<file path="src/sv/dpvd_pkg.sv">
`timescale 1ns / 1ps
// ----------------------------------------------------------------------------
// dpvd_pkg
// Shared types and constants of the dual PID velocity controller: gain and
// deadband widths, register map, reset values and the stage enable bundle.
// ----------------------------------------------------------------------------
package dpvd_pkg;

    // fixed field widths of the register set
    localparam int GAIN_WIDTH      = 16;
    localparam int DEADBAND_WIDTH  = 15;
    localparam int CFG_INDEX_WIDTH = 4;
    localparam int CFG_DATA_WIDTH  = 16;

    // register map
    localparam logic [CFG_INDEX_WIDTH-1:0] REG_GAIN_P_LINEAR    = 4'd0;
    localparam logic [CFG_INDEX_WIDTH-1:0] REG_GAIN_I_LINEAR    = 4'd1;
    localparam logic [CFG_INDEX_WIDTH-1:0] REG_GAIN_D_LINEAR    = 4'd2;
    localparam logic [CFG_INDEX_WIDTH-1:0] REG_DEADBAND_LINEAR  = 4'd3;
    localparam logic [CFG_INDEX_WIDTH-1:0] REG_GAIN_P_ANGULAR   = 4'd4;
    localparam logic [CFG_INDEX_WIDTH-1:0] REG_GAIN_I_ANGULAR   = 4'd5;
    localparam logic [CFG_INDEX_WIDTH-1:0] REG_GAIN_D_ANGULAR   = 4'd6;
    localparam logic [CFG_INDEX_WIDTH-1:0] REG_DEADBAND_ANGULAR = 4'd7;

    // reset values: gains Q4.12, deadbands unsigned Q7.8
    localparam logic signed [GAIN_WIDTH-1:0] RST_GAIN_P      = 16'sd2048;
    localparam logic signed [GAIN_WIDTH-1:0] RST_GAIN_I      = 16'sd0;
    localparam logic signed [GAIN_WIDTH-1:0] RST_GAIN_D      = 16'sd410;
    localparam logic [DEADBAND_WIDTH-1:0]    RST_DEADBAND_LIN = 15'd26;
    localparam logic [DEADBAND_WIDTH-1:0]    RST_DEADBAND_ANG = 15'd0;

    // per-channel coefficient set
    typedef struct packed {
        logic signed [GAIN_WIDTH-1:0] gain_p;
        logic signed [GAIN_WIDTH-1:0] gain_i;
        logic signed [GAIN_WIDTH-1:0] gain_d;
        logic [DEADBAND_WIDTH-1:0]    deadband;
    } chan_cfg_t;

    // load enables of the three pipeline stages
    typedef struct packed {
        logic s1;
        logic s2;
        logic s3;
    } stage_en_t;

endpackage

</file>
<file path="src/sv/dpvd_channel.sv">
`timescale 1ns / 1ps
// ----------------------------------------------------------------------------
// dpvd_channel
// One PID channel: error, saturating integral and derivative in the first
// stage, the three gain products in the second, sum, scaling, saturation and
// deadband in the third.
// ----------------------------------------------------------------------------
module dpvd_channel #(
    parameter int DATA_WIDTH     = 16,
    parameter int GAIN_FRAC_BITS = 12,
    parameter int ACC_WIDTH      = 32
) (
    input  logic                          aclk,
    input  logic                          aresetn,
    input  dpvd_pkg::stage_en_t           en,
    input  dpvd_pkg::chan_cfg_t           cfg,
    input  logic signed [DATA_WIDTH-1:0]  target,
    input  logic signed [DATA_WIDTH-1:0]  measured,
    output logic signed [DATA_WIDTH-1:0]  drive
);
    import dpvd_pkg::*;

    localparam int ERR_W = DATA_WIDTH + 1;
    localparam int DER_W = DATA_WIDTH + 2;
    localparam int INT_W = ((ACC_WIDTH > ERR_W) ? ACC_WIDTH : ERR_W) + 1;
    localparam int PP_W  = GAIN_WIDTH + ERR_W;
    localparam int PI_W  = GAIN_WIDTH + ACC_WIDTH;
    localparam int PD_W  = GAIN_WIDTH + DER_W;
    localparam int BIG_W = (ACC_WIDTH > DER_W) ? ACC_WIDTH : DER_W;
    localparam int SUM_W = GAIN_WIDTH + BIG_W + 2;
    localparam int CMP_W = (ERR_W > DEADBAND_WIDTH) ? ERR_W : DEADBAND_WIDTH;

    localparam logic signed [INT_W-1:0] INT_MAX =
        INT_W'({1'b0, {(ACC_WIDTH-1){1'b1}}});
    localparam logic signed [INT_W-1:0] INT_MIN = ~INT_MAX;
    localparam logic signed [SUM_W-1:0] OUT_MAX =
        SUM_W'({1'b0, {(DATA_WIDTH-1){1'b1}}});
    localparam logic signed [SUM_W-1:0] OUT_MIN = ~OUT_MAX;

    // loop state
    logic signed [ACC_WIDTH-1:0] integral_reg, integral_next;
    logic signed [ERR_W-1:0]     last_err_reg;

    // stage 1
    logic signed [ERR_W-1:0]     err_next, err_s1_reg;
    logic signed [INT_W-1:0]     int_sum;
    logic signed [ACC_WIDTH-1:0] integ_s1_reg;
    logic signed [DER_W-1:0]     der_next, der_s1_reg;
    logic [ERR_W-1:0]            mag;
    logic                        dead_next, dead_s1_reg;

    // stage 2
    logic signed [PP_W-1:0]      prod_p_next, prod_p_reg;
    logic signed [PI_W-1:0]      prod_i_next, prod_i_reg;
    logic signed [PD_W-1:0]      prod_d_next, prod_d_reg;
    logic                        dead_s2_reg;

    // stage 3
    logic signed [SUM_W-1:0]      sum, shifted;
    logic signed [DATA_WIDTH-1:0] drive_next, drive_reg;

    // error, saturating integral, derivative and deadband test
    always_comb begin
        err_next = ERR_W'(target) - ERR_W'(measured);
        int_sum  = INT_W'(integral_reg) + INT_W'(err_next);
        if (int_sum > INT_MAX) begin
            integral_next = INT_MAX[ACC_WIDTH-1:0];
        end else if (int_sum < INT_MIN) begin
            integral_next = INT_MIN[ACC_WIDTH-1:0];
        end else begin
            integral_next = int_sum[ACC_WIDTH-1:0];
        end
        der_next  = DER_W'(err_next) - DER_W'(last_err_reg);
        mag       = err_next[ERR_W-1] ? ERR_W'(~err_next + 1'b1) : ERR_W'(err_next);
        dead_next = CMP_W'(mag) < CMP_W'(cfg.deadband);
    end

    always_ff @(posedge aclk) begin
        if (!aresetn) begin
            integral_reg <= '0;
            last_err_reg <= '0;
        end else if (en.s1) begin
            integral_reg <= integral_next;
            last_err_reg <= err_next;
        end
    end

    always_ff @(posedge aclk) begin
        if (en.s1) begin
            err_s1_reg   <= err_next;
            integ_s1_reg <= integral_next;
            der_s1_reg   <= der_next;
            dead_s1_reg  <= dead_next;
        end
    end

    // gain products
    always_comb begin
        prod_p_next = PP_W'(cfg.gain_p) * PP_W'(err_s1_reg);
        prod_i_next = PI_W'(cfg.gain_i) * PI_W'(integ_s1_reg);
        prod_d_next = PD_W'(cfg.gain_d) * PD_W'(der_s1_reg);
    end

    always_ff @(posedge aclk) begin
        if (en.s2) begin
            prod_p_reg  <= prod_p_next;
            prod_i_reg  <= prod_i_next;
            prod_d_reg  <= prod_d_next;
            dead_s2_reg <= dead_s1_reg;
        end
    end

    // sum, floor scaling, output saturation and deadband
    always_comb begin
        sum     = SUM_W'(prod_p_reg) + SUM_W'(prod_i_reg) + SUM_W'(prod_d_reg);
        shifted = sum >>> GAIN_FRAC_BITS;
        if (dead_s2_reg) begin
            drive_next = '0;
        end else if (shifted > OUT_MAX) begin
            drive_next = OUT_MAX[DATA_WIDTH-1:0];
        end else if (shifted < OUT_MIN) begin
            drive_next = OUT_MIN[DATA_WIDTH-1:0];
        end else begin
            drive_next = shifted[DATA_WIDTH-1:0];
        end
    end

    always_ff @(posedge aclk) begin
        if (en.s3) begin
            drive_reg <= drive_next;
        end
    end

    assign drive = drive_reg;

endmodule

</file>
<file path="config.mk">
export PLATFORM = sky130hd
export DESIGN_NAME = dpvd_channel
export DESIGN_NICKNAME = d
export VERILOG_FILES = /design/src/sv/dpvd_pkg.sv /design/src/sv/dpvd_channel.sv
export SDC_FILE = /design/constraint.sdc
export NUM_CORES = 2
export LEC_CHECK = 0
export BUFFER_PORTS_ARGS = -buffer_cell sky130_fd_sc_hd__buf_2
export CELL_PAD_IN_SITES_DETAIL_PLACEMENT = 0
export CELL_PAD_IN_SITES_GLOBAL_PLACEMENT = 1
export CORE_MARGIN = 5
export CORE_UTILIZATION = 30
export CTS_CLUSTER_DIAMETER = 50
export DETAILED_ROUTE_END_ITERATION = 12
export PLACE_DENSITY_LB_ADDON = 0.1
export SETUP_SLACK_MARGIN = 0.1
export SLEW_MARGIN = 25
export SYNTH_ARGS = -nofsm -noshare
export SYNTH_HDL_FRONTEND = slang
export SYNTH_SLANG_ARGS = --single-unit
</file>
<file path="constraint.sdc">
create_clock -name aclk -period 12.87 [get_ports aclk]
set_clock_uncertainty 0.1 [all_clocks]
set_input_delay 3.861 -clock aclk [delete_from_list [all_inputs] [get_ports aclk]]
set_output_delay 3.861 -clock aclk [all_outputs]
set_load 0.005 [all_outputs]
</file>
==> flow_summary.toml <==
[outcome]
status = "finished clean"

[yosys]
synthMuxAreaShare = 0.00320
yosysWarnings = 0
ys_ff_latch = 249
netlist_area_um2 = 54800
synth_top_family_by_area = "adder cells"
synthAdderAreaFrac = 0.500
synth.yosys.seq_area_share = 0.128
synth_edf_count = 200
synth_xor_area_frac = 0.0323
async_flop_share = 0
synth.distinct_cells = 90
synth_simple_gate_area_frac = 0.150
synth_flop_cell = "edfxtp_1"
syn_nets = 7518
syn_inst = 5903
synth_compound_area_frac = 0.0812
avgSynthCellArea_um2 = 9.28

[sta]
layout_min_cycle_time_ps = 10720
tns_ps = 0
tightestPinTransition_ps = 1100
finalHoldViolCount = 0
drv_slew = 0
setup_violations = 0
rsz0062_at_grt = "false"
relSlewSlack = 0.269
min_period_over_period = 0.833
fmax_mhz = 93.3

[detailed_routing]
drc = 0
drtPass1Iterations = 5
drt-initial-drc-count = 1772
wl_per_cell_um = 20.2
vias = 38800
ant_nets = 0
vias_per_cell = 4.67
routed_wl_um = 168000

[layout]
areaGrowthSynthToFinish_pct = 8.19
drive_gt1_frac = 0.0468
final_common_cell = "inv_1"
largest_reg_flops = 48
fin_area_um2 = 59300
nNetsFinal = 7528
final_cell_mix = "1,335 x inv_1, 1,102 x fa_1, 750 x nand2_1, 428 x and2_1, 413 x ha_1"

[clocking]
post_cts_buffers = 0
cts_buffer_depth = 3
cts_root_buffer = "clkbuf_16"
cts_buffers = 38
worstSkewPairLatency_ps = 570
holdBufCountCts = 0
clk_pin_slew_ps = 50
cts_tree = "done"
cts_htree_levels = 2
ctsResizeCount = 0
numClockSinks = 249

[floorplan]
rows = 156
dieHeight_um = 437
die_w_um = 437
die_area_um2 = 191000
io_pins = 116
initial_core_util = 0.303
core_area_um2 = 181000

[placement]
port_buffers = 115
dp_hpwl_um = 137000
place.gp.congestion = 0.814
postPlaceCellArea_um2 = 58000

[min_path]
hold_start = "integral_reg[26]"
hold_path.class = "reg -> reg"
min_to = "integral_reg[26]"
worstHoldPathCells = 2

[grt]
antenna_found_initial = 9
grt_pass1_vias = 43100
groute.usage.overall = 0.179
grt_max_degree = 74
grt_overflow = 0
grt_pass1_wl_um = 265000

[job]
drv_cap = 0

[worst_setup_path]
cp.arrival_ps = 10900
crit_path_start_kind = "input pin"
cp.required_ps = 13060
r2r_slack_ps = 5000
r2r_end = "prod_i_reg[41]"
r2r-start = "integ_s1_reg[11]"
worst_setup_path_end_kind = "register"
rr_worst_depth = 22
crit_type = "in -> reg"
worstPathMaxFanout = 32
## routing by layer
| layer | wire length [um] | share of wire | vias to the layer above | global-route usage |
|---|---|---|---|---|
| li1 | - | - | 18200 | - |
| met1 | 82800 | 0.49 | 20000 | 0.262 |
| met2 | 78800 | 0.47 | 512 | 0.299 |
| met3 | 4530 | 0.027 | 106 | 0.0144 |
| met4 | 1590 | 0.0095 | 4 | 0.0181 |
| met5 | 21 | 0.00013 | - | 0 |
## worst max-delay path, stage by stage
cell and delay [ps]:
buf_2 670, nand2_1 170, fa_1 550, inv_1 50, fa_1 560, fa_1 450, fa_1 470, fa_1 490
inv_1 50, fa_1 470, inv_1 60, ha_1 390, nand2_1 110, or3_1 370, nor3_1 220, nor3_1 150
o31ai_1 310, a211oi_1 170, o21ai_0 630, a21oi_1 290, o21ai_0 280, xor2_1 110
## cells in the mapped netlist (19+ instances only)
cell type     n  area share
nor2b_1      39      0.0045
o21bai_1     28      0.0038
or3_1        25      0.0029
nand2b_1     51      0.0058
nor2_1      191       0.013
nor3_1       44      0.0040
and2_1      428       0.049
fa_1       1102        0.40
edfxtp_1    200        0.11
inv_1      1335       0.091
a21o_1       72      0.0099
and3_1       31      0.0035
nand3_1      57      0.0052
a211oi_1     19      0.0026
o21ai_0     121       0.011
o211ai_1     22      0.0030
a31oi_1      24      0.0027
a21oi_1     187       0.017
nand2_1     750       0.051
dfxtp_1      49       0.018
nand4_1      29      0.0033
ha_1        413       0.094
o21a_1       31      0.0042
a22o_1       21      0.0034
xor2_1       52      0.0083
clkbuf_1    195       0.013
xnor2_1     150       0.024
## cell families (layout without fill, tap and decap cells)
kind of cell | Yosys count | after routing
compound gates | 664 | 664
xor+xnor | 202 | 202
fa+ha+maj | 1531 | 1531
buf+inv | 1544 | 1584
flops | 249 | 249
mux | 17 | 17
other cells | 0 | 3
simple gates | 1696 | 1696
## worst max path at each step
stage	from	slack [ps]	depth (start not counted)	to
final	cfg[42]	2150	22	prod_i_reg[41]
after CTS	cfg[42]	2200	22	prod_i_reg[41]
after floorplan	cfg[19]	2590	23	prod_d_reg[32]
after detailed placement	cfg[42]	1590	22	prod_i_reg[41]
after global routing	cfg[42]	1780	22	prod_i_reg[41]
after global placement	cfg[42]	1740	22	prod_i_reg[47]
## through the flow
| step | hold WS [ps] | cells | utilization | setup WS (ps) |
|---|---|---|---|---|
| after floorplan | 300 | 5903 | - | 2590 |
| after global placement | 348 | 8241 | 0.320 | 1740 |
| after detailed placement | 364 | 8243 | 0.320 | 1590 |
| after CTS | 377 | 8313 | 0.327 | 2200 |
| after global routing | 392 | 8314 | 0.327 | 1780 |
| final | 368 | 8316 | 0.327 | 2150 |
## cell type report
cell class | instances | area (um2)
clock inverters | 27 | 262
repair buffers | 176 | 1050
well taps | 2370 | 2970
inverters | 1338 | 5020
clock buffers | 43 | 980
multi-input cells | 4110 | 42000
flip-flops and latches | 249 | 6990
diodes | 3 | 7.51
fillers | 19100 | 122000
Power is not shown: default switching activity piles up to over one toggle a cycle in this logic, so the estimate is an artifact.
