### src/sv/dpvd_pkg.sv
`timescale 1ns / 1ps
// ----------------------------------------------------------------------------
// dpvd_pkg
// Shared types and constants of the dual PID velocity controller: gain and
// deadband widths, register map, reset values and the stage enable bundle.
// ----------------------------------------------------------------------------
package dpvd_pkg;

    // fixed field widths of the register set
    localparam int GAIN_WIDTH      = 16;
    localparam int DEADBAND_WIDTH  = 15;
    localparam int CFG_INDEX_WIDTH = 4;
    localparam int CFG_DATA_WIDTH  = 16;

    // register map
    localparam logic [CFG_INDEX_WIDTH-1:0] REG_GAIN_P_LINEAR    = 4'd0;
    localparam logic [CFG_INDEX_WIDTH-1:0] REG_GAIN_I_LINEAR    = 4'd1;
    localparam logic [CFG_INDEX_WIDTH-1:0] REG_GAIN_D_LINEAR    = 4'd2;
    localparam logic [CFG_INDEX_WIDTH-1:0] REG_DEADBAND_LINEAR  = 4'd3;
    localparam logic [CFG_INDEX_WIDTH-1:0] REG_GAIN_P_ANGULAR   = 4'd4;
    localparam logic [CFG_INDEX_WIDTH-1:0] REG_GAIN_I_ANGULAR   = 4'd5;
    localparam logic [CFG_INDEX_WIDTH-1:0] REG_GAIN_D_ANGULAR   = 4'd6;
    localparam logic [CFG_INDEX_WIDTH-1:0] REG_DEADBAND_ANGULAR = 4'd7;

    // reset values: gains Q4.12, deadbands unsigned Q7.8
    localparam logic signed [GAIN_WIDTH-1:0] RST_GAIN_P      = 16'sd2048;
    localparam logic signed [GAIN_WIDTH-1:0] RST_GAIN_I      = 16'sd0;
    localparam logic signed [GAIN_WIDTH-1:0] RST_GAIN_D      = 16'sd410;
    localparam logic [DEADBAND_WIDTH-1:0]    RST_DEADBAND_LIN = 15'd26;
    localparam logic [DEADBAND_WIDTH-1:0]    RST_DEADBAND_ANG = 15'd0;

    // per-channel coefficient set
    typedef struct packed {
        logic signed [GAIN_WIDTH-1:0] gain_p;
        logic signed [GAIN_WIDTH-1:0] gain_i;
        logic signed [GAIN_WIDTH-1:0] gain_d;
        logic [DEADBAND_WIDTH-1:0]    deadband;
    } chan_cfg_t;

    // load enables of the three pipeline stages
    typedef struct packed {
        logic s1;
        logic s2;
        logic s3;
    } stage_en_t;

endpackage

### src/sv/dpvd_cfg_regs.sv
`timescale 1ns / 1ps
// ----------------------------------------------------------------------------
// dpvd_cfg_regs
// Coefficient register file: gains and deadbands of both channels, written
// through the configuration port, one register per transaction.
// ----------------------------------------------------------------------------
module dpvd_cfg_regs (
    input  logic                                  aclk,
    input  logic                                  aresetn,
    input  logic                                  cfg_valid,
    output logic                                  cfg_ready,
    input  logic [dpvd_pkg::CFG_INDEX_WIDTH-1:0]  cfg_index,
    input  logic [dpvd_pkg::CFG_DATA_WIDTH-1:0]   cfg_data,
    output dpvd_pkg::chan_cfg_t                   cfg_linear,
    output dpvd_pkg::chan_cfg_t                   cfg_angular
);
    import dpvd_pkg::*;

    chan_cfg_t lin_reg, lin_next;
    chan_cfg_t ang_reg, ang_next;
    logic      wr_en;

    // writes never stall
    assign cfg_ready = 1'b1;
    assign wr_en     = cfg_valid & cfg_ready;

    // register decode, indexes beyond the map are dropped
    always_comb begin
        lin_next = lin_reg;
        ang_next = ang_reg;
        if (wr_en) begin
            case (cfg_index)
                REG_GAIN_P_LINEAR:    lin_next.gain_p   = cfg_data;
                REG_GAIN_I_LINEAR:    lin_next.gain_i   = cfg_data;
                REG_GAIN_D_LINEAR:    lin_next.gain_d   = cfg_data;
                REG_DEADBAND_LINEAR:  lin_next.deadband = cfg_data[DEADBAND_WIDTH-1:0];
                REG_GAIN_P_ANGULAR:   ang_next.gain_p   = cfg_data;
                REG_GAIN_I_ANGULAR:   ang_next.gain_i   = cfg_data;
                REG_GAIN_D_ANGULAR:   ang_next.gain_d   = cfg_data;
                REG_DEADBAND_ANGULAR: ang_next.deadband = cfg_data[DEADBAND_WIDTH-1:0];
                default: ;
            endcase
        end
    end

    always_ff @(posedge aclk) begin
        if (!aresetn) begin
            lin_reg.gain_p   <= RST_GAIN_P;
            lin_reg.gain_i   <= RST_GAIN_I;
            lin_reg.gain_d   <= RST_GAIN_D;
            lin_reg.deadband <= RST_DEADBAND_LIN;
            ang_reg.gain_p   <= RST_GAIN_P;
            ang_reg.gain_i   <= RST_GAIN_I;
            ang_reg.gain_d   <= RST_GAIN_D;
            ang_reg.deadband <= RST_DEADBAND_ANG;
        end else begin
            lin_reg <= lin_next;
            ang_reg <= ang_next;
        end
    end

    assign cfg_linear  = lin_reg;
    assign cfg_angular = ang_reg;

endmodule

### config.mk
export PLATFORM = sky130hd
export DESIGN_NAME = dpvd_cfg_regs
export DESIGN_NICKNAME = d
export VERILOG_FILES = /design/src/sv/dpvd_pkg.sv /design/src/sv/dpvd_cfg_regs.sv
export SDC_FILE = /design/constraint.sdc
export NUM_CORES = 1
export LEC_CHECK = 0
export ABC_CLOCK_PERIOD_IN_PS = 1200
export BUFFER_PORTS_ARGS = -buffer_cell sky130_fd_sc_hd__buf_2
export CAP_MARGIN = 40
export CORE_ASPECT_RATIO = 0.6
export CORE_UTILIZATION = 45
export CTS_CLUSTER_DIAMETER = 50
export CTS_CLUSTER_SIZE = 28
export DETAILED_ROUTE_END_ITERATION = 10
export HOLD_SLACK_MARGIN = 0.08
export PLACE_DENSITY = 0.75
export SYNTH_ARGS = -nofsm -noshare
export SYNTH_HDL_FRONTEND = slang
export SYNTH_SLANG_ARGS = --single-unit
### constraint.sdc
create_clock -name aclk -period 1.2 [get_ports aclk]
set_input_delay 0.24 -clock aclk [delete_from_list [all_inputs] [get_ports aclk]]
set_output_delay 0.24 -clock aclk [all_outputs]
set_load 0.01 [all_outputs]
==> out/metrics.cfg, run 1 <==
[flow_run]
maxCapViolCount = 0

[power]
irDropWorstVdd_v = 0.00111
power_mw = 9.58
p_leak_nw = 3.38
power_density_mw_per_mm2 = 1500

[routing]
drt_pass1_iterations = 4
routed_wirelength_um = 12100
wire_per_inst_um = 15.9
vias = 3731
remaining_drc_errors = 0
post_drt_via_cell_ratio = 4.90
detail-route-antenna-nets = 0
drtIter0Drc = 143

[setup_path]
critPathBufInv = 1
cp_max_fo = 2
startpoint_type = flip-flop
critical_path_class = flip-flop to output port
cp.arrival_ps = 920
required_ps = 960
slowest_delay_ps = 370
crit_path_cell_trace = buf_2
end_kind = output port
cpLargestDelayFamily = flip-flops
cp_slowest_cell = dfxtp_1

[synthesis]
synth-compound-area-share = 0
syn-instance-count = 445
synthesis.nets = 468
synth_adder_area_share = 0
yosys-top-cells-area = dfxtp_1 54%, mux2i_1 27%, nand2_1 10%
ys_warn_count = 0
synth_top_family_by_area = multiplexers
synth_area_mm2 = 0.00466
synth-xor-area-share = 0
ys_ff_latch = 126
yosys.area.top_type = dfxtp_1
syn_avg_cell_area_um2 = 10.5
synth_cell_types = 20
synth_top_area_frac = 0.541
ys_seq_area_frac = 0.541
synth_simple_gate_area_share = 0.154
muxShareOfSynthArea = 0.271

[die]
die_x_um = 133
dieArea_mm2 = 0.0108
ios = 150
start_util = 0.469
row_count = 28
die_h_um = 80.8
core_area_mm2 = 0.00995

[clock_network]
clk_pin_slew_ps = 50
cts_tree = built
clock_latency_ps = 400
cts_repair_resize_count = 0
hold_buffers = 0
clockBufferDepth = 2
cts.sinks = 126
htreeDepth = 4
cts-root-buf = clkbuf_16
cts_setup_buffers = 0
cts_inserted_buffers = 17

[hold_path]
hold_path.class = primary input to flip-flop

[placed_design]
dp_cells = 732
place.gp.congestion = 0.778
io_buffers = 148
hpwlAfterDp_um = 8800
preCtsSetupSlack_ps = -229

[grt]
gr-total-overflow = 0
grt_start_max_net_pins = 49
antenna_found_initial = 0
grtUsageTotal = 0.233
grt_pass1_vias = 3611
grt_pass1_wl_um = 18800

[sta]
skew_ps = 0
fin_crit_sh = 0.963
fin_ws_ps = 44.2
clock.fmax_mhz = 865
setup_viol_count_final = 0
finalHoldViolCount = 0
drv_slew = 0
rsz0062_at_grt = no
finalSetupTns_ps = 0
finalCriticalPeriod_ps = 1160

[final_layout]
drive_above_1_share = 0.344
layout.cells.non_filler = 762
n_antenna_cell = 0
areaGrowthSynthToFinish_pct = 37.1
nFillCells = 835
nNetsFinal = 639

[outcome]
status = complete, no violations

==> sequential cells by signal, indices dropped and copies added, names as in the netlist <==
register	count
cfg_linear	63
cfg_angular	63
==> metrics by stage <==
stage          utilization  hold slack [ps]  instance area [µm²]
3_5_place_dp         0.586              449                 5830
5_1_grt              0.642              139                 6390
4_1_cts              0.642              114                 6390
2_1_floorplan            -              410                 4680
3_3_place_gp         0.586              440                 5830
6_report             0.642              132                 6390
==> per-layer routing <==
| metal | GRT usage | vias to the layer above | wire, µm |
|---|---|---|---|
| met2 | 0.356 | 124 | 5270 |
| met4 | 0.0841 | 0 | 69 |
| met1 | 0.310 | 1791 | 6020 |
| li1 | - | 1810 | - |
| met5 | 0 | - | 0 |
| met3 | 0.0743 | 6 | 786 |
==> cell usage in the layout (no fill, tap or decap) <==
master	n
buf_2	147
nand2_1	128
mux2i_1	126
dfxtp_1	126
buf_4	25
nor2b_1	21
clkbuf_16	17
buf_12	11
clkbuf_8	5
clkbuf_1	3
nand3b_1	2
clkinv_2	2
nor3b_4	1
and3b_1	1
nand3_2	1
nand3b_4	1
nor2_1	1
nand2b_1	1
nor3b_2	1
or3b_1	1
nor2_2	1
nand2_2	1
conb_1	1
bufinv_16	1
clkinv_4	1
clkinvlp_4	1
==> worst register-to-register path, stage by stage, from the launching register on <==
cell and delay (ps):
dfxtp_1 330, nor2b_1 120, mux2i_1 80
==> kinds of logic after synthesis <==
kind of cell,count (synthesis)
other,1
AND/OR/NAND/NOR,161
buffers and inverters,31
multiplexers,126
flip-flops,126
==> cell usage after synthesis <==
master and count:
and3b_1 1, buf_2 9, buf_4 4, buf_6 2, clkbuf_1 16, conb_1 1, dfxtp_1 126, mux2i_1 126
nand2_1 128, nand2_2 1, nand2b_1 1, nand3_2 1, nand3b_1 2, nand3b_4 1, nor2_1 1, nor2_2 1
nor2b_1 21, nor3b_1 1, nor3b_2 1, or3b_1 1
==> path summary, 6_finish.rpt <==
check,from,end,slack (ps),depth (start not counted)
hold / removal,cfg_data[8],cfg_linear[23],130,3
hold reg to reg,cfg_angular[31],cfg_angular[31],450,2
setup / recovery,cfg_linear[19],cfg_linear[19],40,1
setup reg to reg,cfg_linear[19],cfg_linear[19],540,2
==> final cells by class <==
cell class | instances | area (µm²) | area share
clock buffer | 25 | 505 | 0.0791
clock inverter | 5 | 56.3 | 0.00881
multi-input combinational | 288 | 1990 | 0.312
sequential | 126 | 2520 | 0.395
tap | 135 | 169 | 0.0264
timing repair buffer | 183 | 1140 | 0.179
==> power by group <==
part / internal (mW) / switching [mW] / total [mW]
combinational: 0.228 / 0.308 / 0.537
sequential: 4.24 / 0.0306 / 4.27
clock: 3.10 / 1.67 / 4.76
total: 7.57 / 2.01 / 9.58
Power figures use the tool's default switching activity.
==> run 2, diff against run 1 <==
- CELL_PAD_IN_SITES_DETAIL_PLACEMENT: default -> 1
- CELL_PAD_IN_SITES_GLOBAL_PLACEMENT: default -> 1
- CORE_ASPECT_RATIO: 0.6 -> 1.2
- CORE_UTILIZATION: 45 -> 30
- PLACE_DENSITY: 0.75 -> default
- PLACE_DENSITY_LB_ADDON: default -> 0.1
==> run 2 against run 1 <==
Critical endpoint is now cfg_angular[27]. Sequential share of layout area shrank 1.9 points. Worst hold slack lost 21 ps. Die area grew 49%. Design area grew 5.2%. Combinational power grew 15%. Fmax grew 0.13%. Largest power group unchanged.
==> out/metrics.cfg, run 2 (same netlist as run 1, synthesis figures left out) <==
[outcome]
status = complete, no violations

[routing]
drt_pass1_iterations = 4  ; unchanged
remaining_drc_errors = 0  ; unchanged
detail-route-antenna-nets = 0  ; unchanged
routed_wirelength_um = 14700  ; +21%
vias = 3734  ; +0.080%
post_drt_via_cell_ratio = 4.50  ; -8.1%
drtIter0Drc = 128  ; -10%
wire_per_inst_um = 17.7  ; +11%

[clock_network]
clock_latency_ps = 420  ; +20 ps
cts-root-buf = clkbuf_16
hold_buffers = 0  ; unchanged
cts_inserted_buffers = 17  ; unchanged
clk_pin_slew_ps = 50  ; about the same
htreeDepth = 4  ; unchanged
cts.sinks = 126  ; unchanged
cts_tree = built
clockBufferDepth = 2  ; unchanged

[hold_path]
min_path_cells = 3  ; unchanged
hold_start = cfg_data[11]
hold_path.class = primary input to flip-flop
hold_end = cfg_angular[58]

[sta]
fin_crit_sh = 0.962  ; -0.00124
setup_viol_count_final = 0  ; unchanged
finalHoldViolCount = 0  ; unchanged
rsz0062_at_grt = no
finalCriticalPeriod_ps = 1150  ; -1.49 ps
skew_ps = 0  ; unchanged
clock.fmax_mhz = 866  ; +0.13%
drv_slew = 0  ; unchanged

[setup_path]
startpoint_type = flip-flop
r2r_slack_ps = 540  ; about the same
crit_path_cell_trace = buf_2
r2r_end = cfg_linear[35]
cpLargestDelayFamily = flip-flops
r2r_cells = 2  ; unchanged
critPathBufInv = 1  ; unchanged
cp.arrival_ps = 910  ; about the same
cp_slowest_cell = dfxtp_1
slowest_delay_ps = 350  ; -20 ps
end_kind = output port
required_ps = 960  ; about the same
critical_path_class = flip-flop to output port
reg2reg_from = cfg_linear[35]
cp_max_fo = 2  ; unchanged

[die]
start_util = 0.309  ; -0.159
core_area_mm2 = 0.0151  ; +52%
ios = 150  ; unchanged
die_x_um = 116  ; -13%
dieArea_mm2 = 0.0160  ; +49%
die_h_um = 139  ; +71%
row_count = 49  ; +75%

[placed_design]
hpwlAfterDp_um = 10200  ; +16%
place.gp.congestion = 0.668  ; -14%
io_buffers = 148  ; unchanged

[final_layout]
nNetsFinal = 636  ; -0.47%
mostFrequentLayoutCells = 146 x buf_2, 128 x nand2_1, 126 x mux2i_1, 123 x dfxtp_1, 23 x buf_12
drive_above_1_share = 0.350  ; +0.00534
final_common_cell = buf_2
utilization = 0.446  ; -0.196
n_antenna_cell = 0  ; unchanged
areaGrowthSynthToFinish_pct = 44.2

[grt]
antenna_found_initial = 0  ; unchanged
grtUsageTotal = 0.194  ; -0.0390
gr-total-overflow = 0  ; unchanged
grt_start_max_net_pins = 50  ; +2.0%
grt_pass1_vias = 3919  ; +8.5%
grt_pass1_wl_um = 22600  ; +20%

[power]
irDropWorstVdd_v = 0.000777  ; -30%
power_mw = 10.7  ; +12%
p_leak_nw = 3.49  ; +3.1%
power_density_mw_per_mm2 = 1600  ; +6.7%

[flow_run]
maxCapViolCount = 0  ; unchanged

==> run 2: cell count changes in the layout (fill, tap and decap cells not counted) <==
cell / before / now
buf_12: 11 / 23
buf_2: 147 / 146
buf_4: 25 / 10
buf_6: 0 / 1
bufinv_16: 1 / 6
clkbuf_1: 3 / 2
clkbuf_8: 5 / 2
clkinv_2: 2 / 3
dfxtp_1: 126 / 123
dfxtp_2: 0 / 3
==> run 2: area by class of cell <==
type                            instances  area, µm²
Sequential cell                       126       2530
Clock buffer                           21        460
Timing Repair Buffer                  180       1280
Clock inverter                         11        211
Multi-Input combinational cell        288       1990
Fill cell                            1730       8360
Tap cell                              204        255
==> run 2: repair_timing <==
action,CTS,global route
buffers inserted,0,0
hold endpoints to repair,0,0
gates resized for setup,1,3
setup endpoints to repair,1,3
pin swaps,0,0
==> run 2: how the worst max path moves through the flow <==
stage / cells past startpoint / endpoint / startpoint
after global placement: 6 / cfg_angular[42] / cfg_index[3]
final: 1 / cfg_angular[27] / cfg_angular[27]
after detailed placement: 6 / cfg_angular[41] / cfg_index[3]
after CTS: 1 / cfg_angular[27] / cfg_angular[27]
after global routing: 1 / cfg_linear[26] / cfg_linear[26]
after floorplan: 5 / cfg_angular[27] / cfg_index[3]
==> run 2: per-stage QoR <==
step                      hold WS (ps)  setup TNS, ps  setup WS (ps)  std cells  cell area, µm²
after detailed placement           448         -15800           -215        798            6040
after global placement             441         -12970           -178        798            6040
after floorplan                    410           -834          -66.2        445            4680
final                              111              0           45.7        830            6720
after global routing               125              0           6.58        830            6720
after CTS                         93.4              0           19.3        830            6720
==> run 2: layer usage <==
layer / global-route usage / part of all wire
met1: 0.230 / 0.43
met2: 0.331 / 0.51
met3: 0.0503 / 0.045
met4: 0.0729 / 0.016
met5: 0 / 0
==> run 2: power by group <==
| group | internal (mW) | leakage (nW) | total (mW) | switching, mW |
|---|---|---|---|---|
| clock network | 4.00 | 0.327 | 5.86 | 1.86 |
| registers | 4.24 | 1.02 | 4.27 | 0.0286 |
| logic | 0.271 | 2.14 | 0.619 | 0.349 |
